### src/rtl/core/rect_collision_watch_table_defines.svh
// ----------------------------------------------------------------------------
// rect_collision_watch_table_defines
// Assertion macros for the collision watch table.
// ----------------------------------------------------------------------------
`ifndef RECT_COLLISION_WATCH_TABLE_DEFINES_SVH
`define RECT_COLLISION_WATCH_TABLE_DEFINES_SVH
`ifndef ASSERT_OFF
`define RCWT_ASSERT(label, clk_s, rst_s, prop, msg) \
    label: assert property (@(posedge clk_s) disable iff (!rst_s) prop) else $error(msg);
`define RCWT_ASSERT_NORST(label, clk_s, prop, msg) \
    label: assert property (@(posedge clk_s) prop) else $error(msg);
`else
`define RCWT_ASSERT(label, clk_s, rst_s, prop, msg)
`define RCWT_ASSERT_NORST(label, clk_s, prop, msg)
`endif
`endif

### src/rtl/core/rcwt_pkg.sv
// ----------------------------------------------------------------------------
// rcwt_pkg
// Shared types and codes for the rectangle collision watch table.
// ----------------------------------------------------------------------------
package rcwt_pkg;

    localparam int MAX_SLOTS_DEF = 8;

    localparam logic [2:0] CMD_REGISTER   = 3'd0;
    localparam logic [2:0] CMD_UNREGISTER = 3'd1;
    localparam logic [2:0] CMD_WATCH_ON   = 3'd2;
    localparam logic [2:0] CMD_WATCH_OFF  = 3'd3;
    localparam logic [2:0] CMD_SET_BOX    = 3'd4;
    localparam logic [2:0] CMD_PROCESS    = 3'd5;

    localparam logic [1:0] KIND_ACK   = 2'd0;
    localparam logic [1:0] KIND_EVENT = 2'd1;
    localparam logic [1:0] KIND_DONE  = 2'd2;

    localparam logic [2:0] ST_OK          = 3'd0;
    localparam logic [2:0] ST_UNKNOWN     = 3'd1;
    localparam logic [2:0] ST_WATCHED     = 3'd2;
    localparam logic [2:0] ST_NOT_WATCHED = 3'd3;
    localparam logic [2:0] ST_FULL        = 3'd4;

    typedef enum logic [2:0] {
        S_IDLE,
        S_EXEC,
        S_SHIFT,
        S_PAIR,
        S_DONE,
        S_OUT
    } state_t;

    // controller to datapath
    typedef struct packed {
        logic capture;     // latch the input beat
        logic exec;        // run a table command
        logic shift;       // one step of watch list removal
        logic pair_init;   // start process walk
        logic pair_step;   // check one pair, advance
        logic load_ack;    // load ack result
        logic load_done;   // load done result
    } ctrl_t;

    // datapath to controller
    typedef struct packed {
        logic is_process;
        logic need_shift;  // watch off found an entry to remove
        logic shift_end;
        logic walk_end;    // last pair being checked, or list done
        logic hit;         // current pair overlaps
    } stat_t;

endpackage

### src/rtl/core/rcwt_ctrl.sv
// ----------------------------------------------------------------------------
// rcwt_ctrl
// Command sequencer: decode, watch list shifting, pair walk, result handoff.
// ----------------------------------------------------------------------------
module rcwt_ctrl (
    input  logic           clk,
    input  logic           rst_n,
    input  logic           in_valid,
    output logic           in_stall,
    input  logic           out_full,
    input  logic           out_take,
    input  rcwt_pkg::stat_t st,
    output rcwt_pkg::ctrl_t ctl,
    output logic           out_load
);
    import rcwt_pkg::*;

    state_t state_reg, state_next;

    // next state
    always_comb
    begin
        state_next = state_reg;
        case (state_reg)
            S_IDLE:  if (in_valid) state_next = S_EXEC;
            S_EXEC:
            begin
                if (st.is_process)      state_next = S_PAIR;
                else if (st.need_shift) state_next = S_SHIFT;
                else                    state_next = S_OUT;
            end
            S_SHIFT: if (st.shift_end) state_next = S_OUT;
            S_PAIR:
            begin
                if (!(st.hit && out_full && !out_take) && st.walk_end)
                    state_next = S_DONE;
            end
            S_DONE:  if (!out_full || out_take) state_next = S_IDLE;
            S_OUT:   if (!out_full || out_take) state_next = S_IDLE;
            default: state_next = S_IDLE;
        endcase
    end

    // outputs
    always_comb
    begin
        ctl = '0;
        out_load = 1'b0;
        in_stall = (state_reg != S_IDLE);
        case (state_reg)
            S_IDLE:  ctl.capture = in_valid;
            S_EXEC:
            begin
                ctl.exec = 1'b1;
                ctl.pair_init = st.is_process;
            end
            S_SHIFT: ctl.shift = 1'b1;
            S_PAIR:
            begin
                if (!(st.hit && out_full && !out_take))
                begin
                    ctl.pair_step = 1'b1;
                    out_load = st.hit;
                end
            end
            S_DONE:
            begin
                ctl.load_done = !out_full || out_take;
                out_load = ctl.load_done;
            end
            S_OUT:
            begin
                ctl.load_ack = !out_full || out_take;
                out_load = ctl.load_ack;
            end
            default: ;
        endcase
    end

    always_ff @(posedge clk or negedge rst_n)
    begin
        if (!rst_n) state_reg <= S_IDLE;
        else        state_reg <= state_next;
    end

endmodule

### src/rtl/core/rcwt_datapath.sv
// ----------------------------------------------------------------------------
// rcwt_datapath
// Slot table, watch list, overlap unit and result register.
// ----------------------------------------------------------------------------
module rcwt_datapath #(
    parameter int MAX_SLOTS = rcwt_pkg::MAX_SLOTS_DEF
) (
    input  logic               clk,
    input  logic               rst_n,
    input  rcwt_pkg::ctrl_t    ctl,
    output rcwt_pkg::stat_t    st,
    input  logic               out_load,
    input  logic               out_take,
    output logic               out_full,
    input  logic [2:0]         command,
    input  logic [2:0]         handle,
    input  logic [1:0]         impact,
    input  logic signed [15:0] box_x,
    input  logic signed [15:0] box_y,
    input  logic [14:0]        box_w,
    input  logic [14:0]        box_h,
    output logic [1:0]         kind,
    output logic [2:0]         status,
    output logic [2:0]         handle_active,
    output logic [2:0]         handle_other,
    output logic signed [15:0] cut_x,
    output logic signed [15:0] cut_y,
    output logic [14:0]        cut_w,
    output logic [14:0]        cut_h,
    output logic [1:0]         impact_on_other,
    output logic [1:0]         impact_on_active,
    output logic               last
);
    import rcwt_pkg::*;

    localparam int IW = $clog2(MAX_SLOTS);
    localparam int CW = $clog2(MAX_SLOTS + 1);

    // captured beat
    logic [2:0]         cmd_reg;
    logic [2:0]         hnd_reg;
    logic [1:0]         imp_reg;
    logic signed [15:0] bx_reg, by_reg;
    logic [14:0]        bw_reg, bh_reg;

    logic [MAX_SLOTS-1:0]  occ_reg;
    logic [1:0]            simp_reg [MAX_SLOTS];
    logic signed [15:0]    sx_reg [MAX_SLOTS];
    logic signed [15:0]    sy_reg [MAX_SLOTS];
    logic [14:0]           sw_reg [MAX_SLOTS];
    logic [14:0]           sh_reg [MAX_SLOTS];
    logic [CW-1:0]         used_reg;
    logic [IW-1:0]         wl_reg [MAX_SLOTS];
    logic [CW-1:0]         wcnt_reg;
    logic [2:0]            ack_st_reg;
    logic [IW-1:0]         ack_h_reg;
    logic [IW-1:0]         sh_pos_reg;
    logic [CW-1:0]         wi_reg;  // walk list index
    logic [IW-1:0]         oj_reg;  // walk other slot

    always_ff @(posedge clk)
    begin
        if (ctl.capture)
        begin
            cmd_reg <= command; hnd_reg <= handle; imp_reg <= impact;
            bx_reg <= box_x; by_reg <= box_y; bw_reg <= box_w; bh_reg <= box_h;
        end
    end

    // handle checks
    logic          h_known;
    logic [IW-1:0] h_idx;
    logic          w_found;
    logic [IW-1:0] w_pos;
    logic          f_found;
    logic [IW-1:0] f_idx;
    assign h_known = (4'(used_reg) > {1'b0, hnd_reg})
                     && ({1'b0, hnd_reg} < 4'(MAX_SLOTS));
    assign h_idx = hnd_reg[IW-1:0];

    always_comb
    begin
        w_found = 1'b0;
        w_pos = '0;
        f_found = 1'b0;
        f_idx = '0;
        for (int i = MAX_SLOTS - 1; i >= 0; i--)
        begin
            if (CW'(i) < wcnt_reg && 3'(wl_reg[i]) == hnd_reg)
            begin
                w_found = 1'b1;
                w_pos = IW'(i);
            end
            if (CW'(i) < used_reg && !occ_reg[i])
            begin
                f_found = 1'b1;
                f_idx = IW'(i);
            end
        end
    end

    // walk: current pair
    logic [IW-1:0] a_idx;
    logic          a_ok, j_ok, pair_ok, hit;
    logic signed [16:0] ax1, bx1, ay1, by1, x0, x1, y0, y1, dw, dh;
    assign a_idx = wl_reg[wi_reg[IW-1:0]];
    assign a_ok = occ_reg[a_idx];
    assign j_ok = occ_reg[oj_reg] && (oj_reg != a_idx) && (CW'(oj_reg) < used_reg);
    always_comb
    begin
        ax1 = 17'(sx_reg[a_idx]) + 17'($signed({1'b0, sw_reg[a_idx]}));
        bx1 = 17'(sx_reg[oj_reg]) + 17'($signed({1'b0, sw_reg[oj_reg]}));
        ay1 = 17'(sy_reg[a_idx]) + 17'($signed({1'b0, sh_reg[a_idx]}));
        by1 = 17'(sy_reg[oj_reg]) + 17'($signed({1'b0, sh_reg[oj_reg]}));
        x0 = (sx_reg[a_idx] > sx_reg[oj_reg]) ? 17'(sx_reg[a_idx]) : 17'(sx_reg[oj_reg]);
        y0 = (sy_reg[a_idx] > sy_reg[oj_reg]) ? 17'(sy_reg[a_idx]) : 17'(sy_reg[oj_reg]);
        x1 = (ax1 < bx1) ? ax1 : bx1;
        y1 = (ay1 < by1) ? ay1 : by1;
        dw = x1 - x0;
        dh = y1 - y0;
    end
    assign pair_ok = (wi_reg < wcnt_reg) && a_ok && j_ok;
    assign hit = pair_ok && (sw_reg[a_idx] != 0) && (sh_reg[a_idx] != 0)
                 && (sw_reg[oj_reg] != 0) && (sh_reg[oj_reg] != 0)
                 && (dw > 0) && (dh > 0);

    logic walk_end;
    assign walk_end = (wi_reg >= wcnt_reg) ||
                      ((wi_reg + CW'(1) >= wcnt_reg) && (oj_reg == IW'(MAX_SLOTS - 1)));

    assign st.is_process = (cmd_reg == CMD_PROCESS);
    assign st.need_shift = (cmd_reg == CMD_WATCH_OFF) && h_known && w_found;
    assign st.shift_end  = (CW'(sh_pos_reg) + CW'(1) >= wcnt_reg);
    assign st.walk_end   = walk_end;
    assign st.hit        = hit;

    // table state
    always_ff @(posedge clk or negedge rst_n)
    begin
        if (!rst_n)
        begin
            occ_reg <= '0;
            used_reg <= '0;
            wcnt_reg <= '0;
        end
        else if (ctl.exec)
        begin
            case (cmd_reg)
                CMD_REGISTER:
                begin
                    if (f_found)
                        occ_reg[f_idx] <= 1'b1;
                    else if (used_reg < CW'(MAX_SLOTS))
                    begin
                        occ_reg[used_reg[IW-1:0]] <= 1'b1;
                        used_reg <= used_reg + CW'(1);
                    end
                end
                CMD_UNREGISTER: if (h_known) occ_reg[h_idx] <= 1'b0;
                CMD_WATCH_ON:
                    if (h_known && !w_found && wcnt_reg < CW'(MAX_SLOTS))
                        wcnt_reg <= wcnt_reg + CW'(1);
                default: ;
            endcase
        end
        else if (ctl.shift && st.shift_end)
            wcnt_reg <= wcnt_reg - CW'(1);
    end

    // slot payload, ack, list and walk registers
    always_ff @(posedge clk)
    begin
        if (ctl.exec)
        begin
            ack_st_reg <= ST_OK;
            ack_h_reg <= '0;
            sh_pos_reg <= w_pos;
            case (cmd_reg)
                CMD_REGISTER:
                begin
                    if (f_found || used_reg < CW'(MAX_SLOTS))
                    begin
                        ack_h_reg <= f_found ? f_idx : used_reg[IW-1:0];
                        simp_reg[f_found ? f_idx : used_reg[IW-1:0]] <= imp_reg;
                        sx_reg[f_found ? f_idx : used_reg[IW-1:0]] <= bx_reg;
                        sy_reg[f_found ? f_idx : used_reg[IW-1:0]] <= by_reg;
                        sw_reg[f_found ? f_idx : used_reg[IW-1:0]] <= bw_reg;
                        sh_reg[f_found ? f_idx : used_reg[IW-1:0]] <= bh_reg;
                    end
                    else
                        ack_st_reg <= ST_FULL;
                end
                CMD_UNREGISTER: if (!h_known) ack_st_reg <= ST_UNKNOWN;
                CMD_WATCH_ON:
                begin
                    if (!h_known) ack_st_reg <= ST_UNKNOWN;
                    else if (w_found) ack_st_reg <= ST_WATCHED;
                    else if (wcnt_reg < CW'(MAX_SLOTS))
                        wl_reg[wcnt_reg[IW-1:0]] <= h_idx;
                end
                CMD_WATCH_OFF:
                begin
                    if (!h_known) ack_st_reg <= ST_UNKNOWN;
                    else if (!w_found) ack_st_reg <= ST_NOT_WATCHED;
                end
                CMD_SET_BOX:
                begin
                    if (!h_known || !occ_reg[h_idx]) ack_st_reg <= ST_UNKNOWN;
                    else
                    begin
                        sx_reg[h_idx] <= bx_reg; sy_reg[h_idx] <= by_reg;
                        sw_reg[h_idx] <= bw_reg; sh_reg[h_idx] <= bh_reg;
                    end
                end
                default: ;
            endcase
        end
        // one list move per cycle
        if (ctl.shift && !st.shift_end)
        begin
            wl_reg[sh_pos_reg] <= wl_reg[sh_pos_reg + IW'(1)];
            sh_pos_reg <= sh_pos_reg + IW'(1);
        end
        if (ctl.pair_init)
        begin
            wi_reg <= '0;
            oj_reg <= '0;
        end
        else if (ctl.pair_step)
        begin
            if (oj_reg == IW'(MAX_SLOTS - 1) || !a_ok)
            begin
                oj_reg <= '0;
                wi_reg <= wi_reg + CW'(1);
            end
            else
                oj_reg <= oj_reg + IW'(1);
        end
    end

    // result register
    always_ff @(posedge clk or negedge rst_n)
    begin
        if (!rst_n) out_full <= 1'b0;
        else if (out_load) out_full <= 1'b1;
        else if (out_take) out_full <= 1'b0;
    end

    always_ff @(posedge clk)
    begin
        if (out_load)
        begin
            kind <= KIND_ACK; status <= ST_OK;
            handle_active <= '0; handle_other <= '0;
            cut_x <= '0; cut_y <= '0; cut_w <= '0; cut_h <= '0;
            impact_on_other <= '0; impact_on_active <= '0;
            last <= 1'b1;
            if (ctl.pair_step)
            begin
                kind <= KIND_EVENT;
                handle_active <= 3'(a_idx);
                handle_other <= 3'(oj_reg);
                cut_x <= x0[15:0]; cut_y <= y0[15:0];
                cut_w <= dw[14:0]; cut_h <= dh[14:0];
                impact_on_other <= simp_reg[a_idx];
                impact_on_active <= simp_reg[oj_reg];
                last <= 1'b0;
            end
            else if (ctl.load_done)
                kind <= KIND_DONE;
            else
            begin
                status <= ack_st_reg;
                handle_active <= 3'(ack_h_reg);
            end
        end
    end

endmodule

### src/rtl/core/rect_collision_watch_table.sv
// ----------------------------------------------------------------------------
// rect_collision_watch_table
// Object table with a watch list and rectangle overlap detection.
// ----------------------------------------------------------------------------
// Usage:
//   Input channel (in_valid/in_stall) carries one command beat. Output
//   channel (out_valid/out_stall) carries result beats; the final beat of a
//   command has last set.
//   One command is handled at a time; in_stall is high while it runs.
//   Table commands: capture, execute, then the acknowledge.
//   Watch off adds a shift pass that moves each list entry behind the
//   removed one forward by one place.
//   Process visits MAX_SLOTS pair slots per watched entry, one per cycle
//   while no hit waits on a full output (a freed watched slot is passed
//   over at once), then the done beat.
//   The pair walk goes through the shared overlap unit.
//   A stalled receiver holds the output register; the walk pauses on a hit
//   until the pending beat is taken.
//   Reset empties the table and the watch list; no clearing pass is needed.
// ----------------------------------------------------------------------------
`include "rect_collision_watch_table_defines.svh"
module rect_collision_watch_table #(
    parameter int MAX_SLOTS = rcwt_pkg::MAX_SLOTS_DEF
) (
    input  logic               clk,
    input  logic               rst_n,
    input  logic               in_valid,
    output logic               in_stall,
    input  logic [2:0]         command,
    input  logic [2:0]         handle,
    input  logic [1:0]         impact,
    input  logic signed [15:0] box_x,
    input  logic signed [15:0] box_y,
    input  logic [14:0]        box_w,
    input  logic [14:0]        box_h,
    output logic               out_valid,
    input  logic               out_stall,
    output logic [1:0]         kind,
    output logic [2:0]         status,
    output logic [2:0]         handle_active,
    output logic [2:0]         handle_other,
    output logic signed [15:0] cut_x,
    output logic signed [15:0] cut_y,
    output logic [14:0]        cut_w,
    output logic [14:0]        cut_h,
    output logic [1:0]         impact_on_other,
    output logic [1:0]         impact_on_active,
    output logic               last
);
    import rcwt_pkg::*;

    ctrl_t ctl;
    stat_t st;
    logic  out_load, out_take;

    assign out_take = out_valid && !out_stall;

    rcwt_ctrl u_ctrl (
        .clk(clk), .rst_n(rst_n),
        .in_valid(in_valid), .in_stall(in_stall),
        .out_full(out_valid), .out_take(out_take),
        .st(st), .ctl(ctl), .out_load(out_load)
    );

    rcwt_datapath #(.MAX_SLOTS(MAX_SLOTS)) u_dp (
        .clk(clk), .rst_n(rst_n), .ctl(ctl), .st(st),
        .out_load(out_load), .out_take(out_take), .out_full(out_valid),
        .command(command), .handle(handle), .impact(impact),
        .box_x(box_x), .box_y(box_y), .box_w(box_w), .box_h(box_h),
        .kind(kind), .status(status), .handle_active(handle_active),
        .handle_other(handle_other), .cut_x(cut_x), .cut_y(cut_y),
        .cut_w(cut_w), .cut_h(cut_h), .impact_on_other(impact_on_other),
        .impact_on_active(impact_on_active), .last(last)
    );

    // a new result never overwrites one still waiting
    `RCWT_ASSERT(a_no_overwrite, clk, rst_n, out_load |-> (!out_valid || !out_stall), "result overwritten")
    // no input accepted while a command is in flight
    `RCWT_ASSERT(a_one_cmd, clk, rst_n, (in_valid && !in_stall) |=> in_stall, "input taken while busy")
    // an event is never the last beat
    `RCWT_ASSERT(a_event_not_last, clk, rst_n, (out_valid && kind == KIND_EVENT) |-> !last, "event marked last")

endmodule

### config.mk
export PLATFORM = sky130hd
export DESIGN_NAME = rect_collision_watch_table
export DESIGN_NICKNAME = d
export VERILOG_FILES = /design/src/rtl/core/rcwt_pkg.sv /design/src/rtl/core/rcwt_ctrl.sv /design/src/rtl/core/rcwt_datapath.sv /design/src/rtl/core/rect_collision_watch_table.sv
export VERILOG_INCLUDE_DIRS = /design/src /design/src/rtl/core
export SDC_FILE = /design/constraint.sdc
export NUM_CORES = 1
export LEC_CHECK = 0
export BUFFER_PORTS_ARGS = -buffer_cell sky130_fd_sc_hd__buf_2
export CORE_ASPECT_RATIO = 0.8
export CORE_MARGIN = 3
export CORE_UTILIZATION = 40
export CTS_BUF_LIST = sky130_fd_sc_hd__clkbuf_16
export DETAILED_ROUTE_END_ITERATION = 8
export PLACE_DENSITY_LB_ADDON = 0.15
export SYNTH_ARGS = -nofsm -noshare
export SYNTH_HDL_FRONTEND = slang
export SYNTH_SLANG_ARGS = --single-unit
### constraint.sdc
create_clock -name clk -period 12.95 [get_ports clk]
set_clock_uncertainty 0.2 [all_clocks]
set_input_delay 0.6475 -clock clk [delete_from_list [all_inputs] [get_ports clk]]
set_output_delay 0.6475 -clock clk [all_outputs]
set_load 0.02 [all_outputs]
Word level (Yosys, flattened, before mapping)
Memory sizes are Yosys's and may differ from the RTL's. A register that Yosys moved wholly into a read port is not among the register bits.
Index checks and enable logic that the tools add are counted.
- mux-type cells: 131
- add/sub/neg operators: 13
- $lt $le $gt $ge: 38
- bitwise gates (word level): 5
- equal/unequal tests: 28
- reduce and logical (&&, ||, !) cells: 88
- operators with widths (cell ; number):
    $mux W3 ; 47
    $add A16 B16 Y17 ; 4
    $mux W17 ; 4
    $reduce_bool A15 Y1 ; 4
    $mux W1 ; 56
    $logic_and A1 B1 Y1 ; 40
    $gt A17 B1 Y1 const B ; 2
    $lt A17 B17 Y1 ; 2
    $sub A17 B17 Y17 ; 2
    $gt A16 B16 Y1 ; 2
    $lt A3 B4 Y1 const A ; 8
    $mux W16 ; 2
    $reduce_or A16 Y1 ; 2
    $mux W15 ; 2
    $pmux W3 S5 ; 2
    $reduce_or A15 Y1 ; 2
    $eq A3 B3 Y1 ; 8
    $mux W8 ; 3
    $lt A3 B4 Y1 const B ; 5
    $logic_not A1 Y1 ; 19
    $lt A1 B4 Y1 const A ; 4
    $lt A2 B4 Y1 const A ; 4
    $mux W4 ; 4
    $or A8 B8 Y8 ; 2
    34 further kinds ; 73
- RAM bits: 536
- memories: 6
- output and inout bits: 80
- flip-flop bits (word level): 180
- memory list (name ; depth ; width ; read ports ; clocked after Yosys merged registers in ; wr ports ; RTL line ; RTL):
    u_dp.sx_reg ; 8 ; 16 ; 2 ; 1 ; 1 ; rcwt_datapath.sv:48 ; logic signed [15:0] sx_reg [MAX_SLOTS];
    u_dp.sy_reg ; 8 ; 16 ; 2 ; 1 ; 1 ; rcwt_datapath.sv:49 ; logic signed [15:0] sy_reg [MAX_SLOTS];
    u_dp.sh_reg ; 8 ; 15 ; 2 ; 1 ; 1 ; rcwt_datapath.sv:51 ; logic [14:0] sh_reg [MAX_SLOTS];
    u_dp.sw_reg ; 8 ; 15 ; 2 ; 1 ; 1 ; rcwt_datapath.sv:50 ; logic [14:0] sw_reg [MAX_SLOTS];
    u_dp.wl_reg ; 8 ; 3 ; 10 ; 1 ; 1 ; rcwt_datapath.sv:53 ; logic [IW-1:0] wl_reg [MAX_SLOTS];
    u_dp.simp_reg ; 8 ; 2 ; 2 ; 2 ; 1 ; rcwt_datapath.sv:47 ; logic [1:0] simp_reg [MAX_SLOTS];

Depth between registers and ports, before layout
Gate-level depths: netlist of the first run.
- word-level depth: 18
- depth in mapped cells: 53
- mapped depth without buffers: 46

Cells and area by module
Synthesis of the first run repeated with hierarchy kept, for this count alone.
- cells, all modules: 3331
- area total of the unflattened synthesis: 40117.2 sq um
- modules (own cells, without submodules) (module ; times used ; area each (sq um) ; cells each):
    rcwt_datapath ; 1 ; 39803.2 ; 3292
    rcwt_ctrl ; 1 ; 300.3 ; 38
    rect_collision_watch_table ; 1 ; 13.8 ; 1

Worst setup path after synthesis of the first run
OpenSTA, ideal clock, no wires.
- path type: reg-to-reg
- start: register with a tool-made name
- end: register u_dp.cut_h[0], enable pin
- clock period less this slack: 13.456 ns
- setup slack: -0.506 ns
- stages on the path, launching flop included: 49
- arrival time: 12.716 ns
- required time: 12.210 ns
- path through: dfxtp_1 clkbuf_1 nand2b_1 a2bb2oi_1 and3_1 buf_2 buf_2 clkbuf_1 clkbuf_1 clkbuf_1 buf_1 nand3_1 nand3_1 o21ai_0 ha_1 nor2b_1 o21ai_0 a21boi_0 (+13 left out) nor2_1 nor4_1 nor2_1 mux2i_1 ha_1 inv_1 fa_1 a211o_1 a21oi_1 o211ai_1 a31o_2 a21oi_1 o21ai_0 xor2_1 xor2_1 nor4_1 nor2_1 a21oi_1
- RTL lines (what ; RTL line ; RTL):
    end signal: assignment ; rcwt_datapath.sv:264 ; cut_w <= dw[14:0]; cut_h <= dh[14:0];
    end: declaration ; rcwt_datapath.sv:29 ; output logic [14:0] cut_h,

==> flow_summary.toml, run 1 <==
[floorplan]
design.portCount = 154
fp.dieArea_um2 = 103000
core_area_um2 = 97600
initial_utilization = 0.407
die_w_um = 358
die_h_um = 288
rows = 102

[logic_synthesis]
synth_area_per_cell_um2 = 12.3
yosysSeqAreaShare = 0.543
yosys.area.top_type_share = 0.524
ys_async_sr_fraction = 0.0275
yosys_warnings = 0
synth_cell_types = 80
synth-seq-cells = 726
synth_area_leader_cell = "edfxtp_1"
synth_flop_cell = "edfxtp_1"
synthesis.area_um2 = 39700
syn-num-nets = 3480
synth_edf_count = 693
syn_inst = 3218
yosys-top-cells-area = "edfxtp_1 52%, mux4_2 9.1%, ha_1 5.7%"

[route]
wl_um = 128000
drt_iter0_drc = 3035
drc = 0
via_count = 28500
post_drt_wl_per_cell_um = 26.7
detail_route.first_pass.iterations = 6
ant_nets = 0
vias_per_cell = 5.94

[cts]
clockBufferDepth = 3
clkTransAtPathRegs_ns = 0.07
cts_root_buffer = "clkbuf_16"
cts.sinks = 726
cts_made_buffers = 79
cts_tree = "yes"
clk_latency_ns = 0.68
cts_setup_buffers = 0
htreeDepth = 3

[worst_setup_path]
worstPathArrival_ns = 12.07
cp-start-kind = "register"
slowest_delay_ns = 0.60
crit_slowest_cell = "o21ai_0"
r2r.worst_path.cells = 47
cp_common_cell = "o21ai_0"
path_depth = 47
end_kind = "register"
critPathKind = "reg -> reg"
critPathRequiredTime_ns = 13.09
crit_fanout = 45
cp_top_family = "compound AO/OA/AOI/OAI gates"
path_buf_inv = 5

[run]
drv.max_cap_violation_count = 0

[min_path]
hold_path_depth = 1
hp-class = "in -> reg"

[sta]
finalWorstSetupSlack_ns = 1.02
setup_tns_ns = 0
tightest_slew_ns = 1.44
rsz0062_at_grt = "no"
clock.fmax_ghz = 0.0838
fin_crit_ns = 11.93
slew-limit-headroom = 0.0426
finalCritPeriodShare = 0.921
hold_viol = 0
setup_viol = 0
finalMaxSlewViolations = 0

[finish]
drive_gt1_frac = 0.178
most-common-layout-cells = "693 x edfxtp_1, 480 x nand2_1, 218 x nand3_1, 182 x ha_1, 170 x nor2_1"
final_common_cell = "edfxtp_1"
finalNetCount = 3689
final.fill_count = 8724
area_growth_syn_to_layout_pct = 14.3

[place]
post-place-ws_ns = 1.03
gp_congestion = 0.920
numPortBuffers = 153
dp_hpwl_um = 88000

[global_route]
grt-ovfl-total = 0
antenna_found_initial = 8
grt_max_degree = 72
gr-usage-all-layers = 0.243
grt_first_pass_wirelength_um = 183000
grt_pass1_vias = 26800

[status]
status = "finished, final reports clean"
## worst register-to-register path: cells and delay by family, from the launching register on
kind                       cells  cell delay (ns)
AOI/OAI and AO/OA             19             4.49
and+or+nand+nor               15             2.95
adders and majority gates      5             1.71
buffers and inverters          5             0.96
DFF                            1             0.59
muxes                          2             0.55
xor gates and xnor gates       1             0.15
## routing by layer
| layer | up-vias | GRT usage | share of wire |
|---|---|---|---|
| met5 | - | 0 | 0.00010 |
| met4 | 2 | 0.0649 | 0.026 |
| met1 | 14300 | 0.365 | 0.46 |
| met2 | 1281 | 0.358 | 0.43 |
| li1 | 12700 | - | - |
| met3 | 188 | 0.0499 | 0.083 |
## stage by stage
step / util / std cells / cell area (um2) / hold slack, ns
finish: 0.465 / 4792 / 45400 / 0.0479
global route: 0.465 / 4789 / 45400 / 0.00608
CTS: 0.464 / 4786 / 45300 / 0.00723
global placement: 0.431 / 4577 / 42100 / 0.305
floorplan: - / 3218 / 39700 / 0.152
detailed placement: 0.431 / 4577 / 42100 / 0.325
## path summary, 6_finish.rpt
path | slack, ns | end | start
max in group asynchronous | 11.89 | u_ctrl.state_reg[0] | rst_n
worst min register to register | 0.33 | u_dp.wi_reg[3] | u_dp.wi_reg[3]
worst min-delay path | 0.05 | u_dp.by_reg[9] | box_y[9]
worst max-delay path | 1.02 | u_dp.cut_x[9] | register
min in group asynchronous | 0.31 | u_dp.wcnt_reg[0] | rst_n
worst max register to register | 1.02 | u_dp.cut_x[9] | register
## Yosys cell counts (25+ instances only)
cell	number
nand2_1	481
a21o_1	45
inv_1	103
o21ai_0	149
nand3_1	219
nor3_1	44
buf_1	32
mux2i_1	96
nor4_1	25
mux2_2	87
xor2_1	43
ha_1	182
clkbuf_1	86
a21oi_1	103
o31ai_1	25
mux4_2	160
nor2_1	174
buf_2	26
xnor2_1	72
edfxtp_1	693
## layout make-up
| cell class | count | area, um2 | share of cell area |
|---|---|---|---|
| sequential | 726 | 21600 | 0.476 |
| multi-input combinational | 2231 | 17200 | 0.378 |
| clock buffer | 80 | 2000 | 0.0441 |
| timing repair buffer | 285 | 2000 | 0.0441 |
| tap | 1300 | 1630 | 0.0358 |
| clock inverter | 63 | 599 | 0.0132 |
| inverter | 104 | 390 | 0.00860 |
| antenna | 3 | 7.51 | 0.000165 |
## repair_timing
action                     4_1_cts  5_1_grt
hold buffers                    66        2
resized for setup                0        3
hold endpoints to repair        85        2
setup endpoints to repair        0       72
## kinds of logic (layout without fill, tap and decap cells)
family	Yosys count	after routing	synth area share
DFF	726	726	0.543
muxes	347	347	0.141
buffers and inverters	262	532	0.0274
other	0	3	0
and+or+nand+nor	1073	1074	0.121
adders and majority gates	188	188	0.0604
xor gates and xnor gates	115	115	0.0254
AOI/OAI and AO/OA	507	507	0.0820
Power of run 1 is left out: the tool's default activity adds up to more than one toggle a clock period on the data nets, which glitch-free logic cannot reach.
==> run 2, diff against run 1 <==
--- a/config.mk
+++ b/config.mk
@@ -10,7 +10,7 @@
 export CORE_ASPECT_RATIO = 0.8
 export CORE_MARGIN = 3
 export CORE_UTILIZATION = 40
-export CTS_BUF_LIST = sky130_fd_sc_hd__clkbuf_16
+export CTS_BUF_LIST = sky130_fd_sc_hd__clkbuf_2
 export DETAILED_ROUTE_END_ITERATION = 8
 export PLACE_DENSITY_LB_ADDON = 0.15
 export SYNTH_ARGS = -nofsm -noshare
==> run 2 against run 1 <==
Effect of this change:
- first-iteration DRC count down 1.4%
- utilization up 0.58 points
- highest routed layer is now met4
- wire length up 1.4%
- non-clock buffer count grew 138
- final area is 1.3% higher
- via count is 4.3% higher
- critical endpoint is now u_dp.cut_x[12]
- global-route usage rose by 0.40 points
- maximum frequency increased by 0.82%
==> flow_summary.toml, run 2 (same netlist as run 1, synthesis figures left out) <==
[cts]
htreeDepth = 4
cts_made_buffers = 183
cts_setup_buffers = 0
cts.sinks = 726
cts_tree = "yes"
clockBufferDepth = 3
clk_latency_ns = 1.59
cts_root_buffer = "clkbuf_2"
clkTransAtPathRegs_ns = 0.10

[route]
post_drt_wl_per_cell_um = 25.3
vias_per_cell = 5.80
drc = 0
drt_iter0_drc = 2991
ant_nets = 0
detail_route.first_pass.iterations = 8
via_count = 29700
wl_um = 130000

[worst_setup_path]
end_kind = "register"
critPathRequiredTime_ns = 13.92
slowest_delay_ns = 0.62
worstPathArrival_ns = 12.80
cp-start-kind = "register"
crit_slowest_cell = "o21ai_0"
cp_common_cell = "o21ai_0"
crit_fanout = 45
critPathKind = "reg -> reg"

[finish]
finalNetCount = 3931
instances_no_fill = 5121
fin_area_um2 = 45900
most-common-layout-cells = "693 x edfxtp_1, 480 x nand2_1, 241 x clkbuf_2, 218 x nand3_1, 205 x dlygate4sd3_1"
final_common_cell = "edfxtp_1"
area_growth_syn_to_layout_pct = 15.7
drive_gt1_frac = 0.204

[sta]
tightest_slew_ns = 1.47
finalCritPeriodShare = 0.914
fin_crit_ns = 11.83
hold_viol = 0
setup_viol = 0
finalMaxSlewViolations = 0
finalWorstSetupSlack_ns = 1.12
setup_tns_ns = 0
clock.fmax_ghz = 0.0845
rsz0062_at_grt = "no"
slew-limit-headroom = 0.0190

[floorplan]
die_h_um = 288
design.portCount = 154
core_area_um2 = 97600
rows = 102
die_w_um = 358
fp.dieArea_um2 = 103000
initial_utilization = 0.407

[global_route]
grt_pass1_vias = 28200
gr-usage-all-layers = 0.247
gr-usage-met2 = 0.363
antenna_found_initial = 10
grt_first_pass_wirelength_um = 186000
grt_max_degree = 72
globalRouteMet1Util = 0.365
grt-ovfl-total = 0
grtUsageMet3 = 0.0557
top_usage_layer = "met1"

[place]
gp_congestion = 0.920
place_inst = 4577
numPortBuffers = 153
dp_hpwl_um = 88000
post-place-ws_ns = 1.03
dpl_cell_area_um2 = 42100

[min_path]
hp-class = "in -> reg"

[run]
drv.max_cap_violation_count = 0

[status]
status = "finished, final reports clean"
==> run 2: cell count changes in the layout (fill, tap and decap cells not counted), moves of 3 or more <==
cell,before,now
diode_2,3,9
clkinv_1,16,56
clkbuf_16,80,0
inv_2,1,5
clkinvlp_4,3,6
dlygate4sd3_1,68,205
clkbuf_2,0,241
inv_1,114,102
==> run 2: per-stage QoR <==
step / util / hold WS (ns)
after CTS: 0.470 / 0.00501
after floorplan: - / 0.152
after detailed placement: 0.431 / 0.325
after global routing: 0.471 / 0.126
final: 0.471 / 0.252
after global placement: 0.431 / 0.305
==> run 2: final timing paths <==
kind | end | start | slack [ns] | cells past startpoint
min reg2reg | u_dp.wi_reg[3] | u_dp.wi_reg[3] | 0.34 | 2
max | u_dp.cut_x[12] | register | 1.12 | 47
min in group asynchronous | u_dp.out_full | rst_n | 0.69 | 4
max reg2reg | u_dp.cut_x[12] | register | 1.12 | 47
max in group asynchronous | u_dp.used_reg[0] | rst_n | 11.22 | 4
min | u_dp.bx_reg[3] | box_x[3] | 0.25 | 3
==> run 2: cell type report <==
class                      count  area, um2
timing repair buffer         423       3380
sequential                   726      21600
fill                        8825      51700
antenna                        9       22.5
inverter                     104        390
clock buffer                 241       1210
clock inverter                87        571
tap                         1300       1630
multi-input combinational   2231      17200
==> run 2: per-layer routing <==
metal  wire [um]  vias to the layer above
met5           0                        -
met4        2850                        0
met3       11600                      187
met2       56300                     1469
met1       58800                    14800
li1            -                    13200
==> run 2: critical path: cells and delay by family, from the launching register on <==
kind | cells | cell delay, ns
AOI/OAI and AO/OA | 19 | 4.45
and+or+nand+nor | 15 | 2.90
adders and majority gates | 5 | 1.71
buffers and inverters | 5 | 0.95
DFF | 1 | 0.59
muxes | 2 | 0.54
xor gates and xnor gates | 1 | 0.15
==> run 2: what timing repair did <==
| item | 4_1_cts | 5_1_grt |
|---|---|---|
| hold endpoints to repair | 259 | 0 |
| hold buffers | 205 | 0 |
| setup endpoints to repair | 0 | 63 |
| gates resized for setup | 0 | 3 |
Power of run 2 is left out for the same reason.
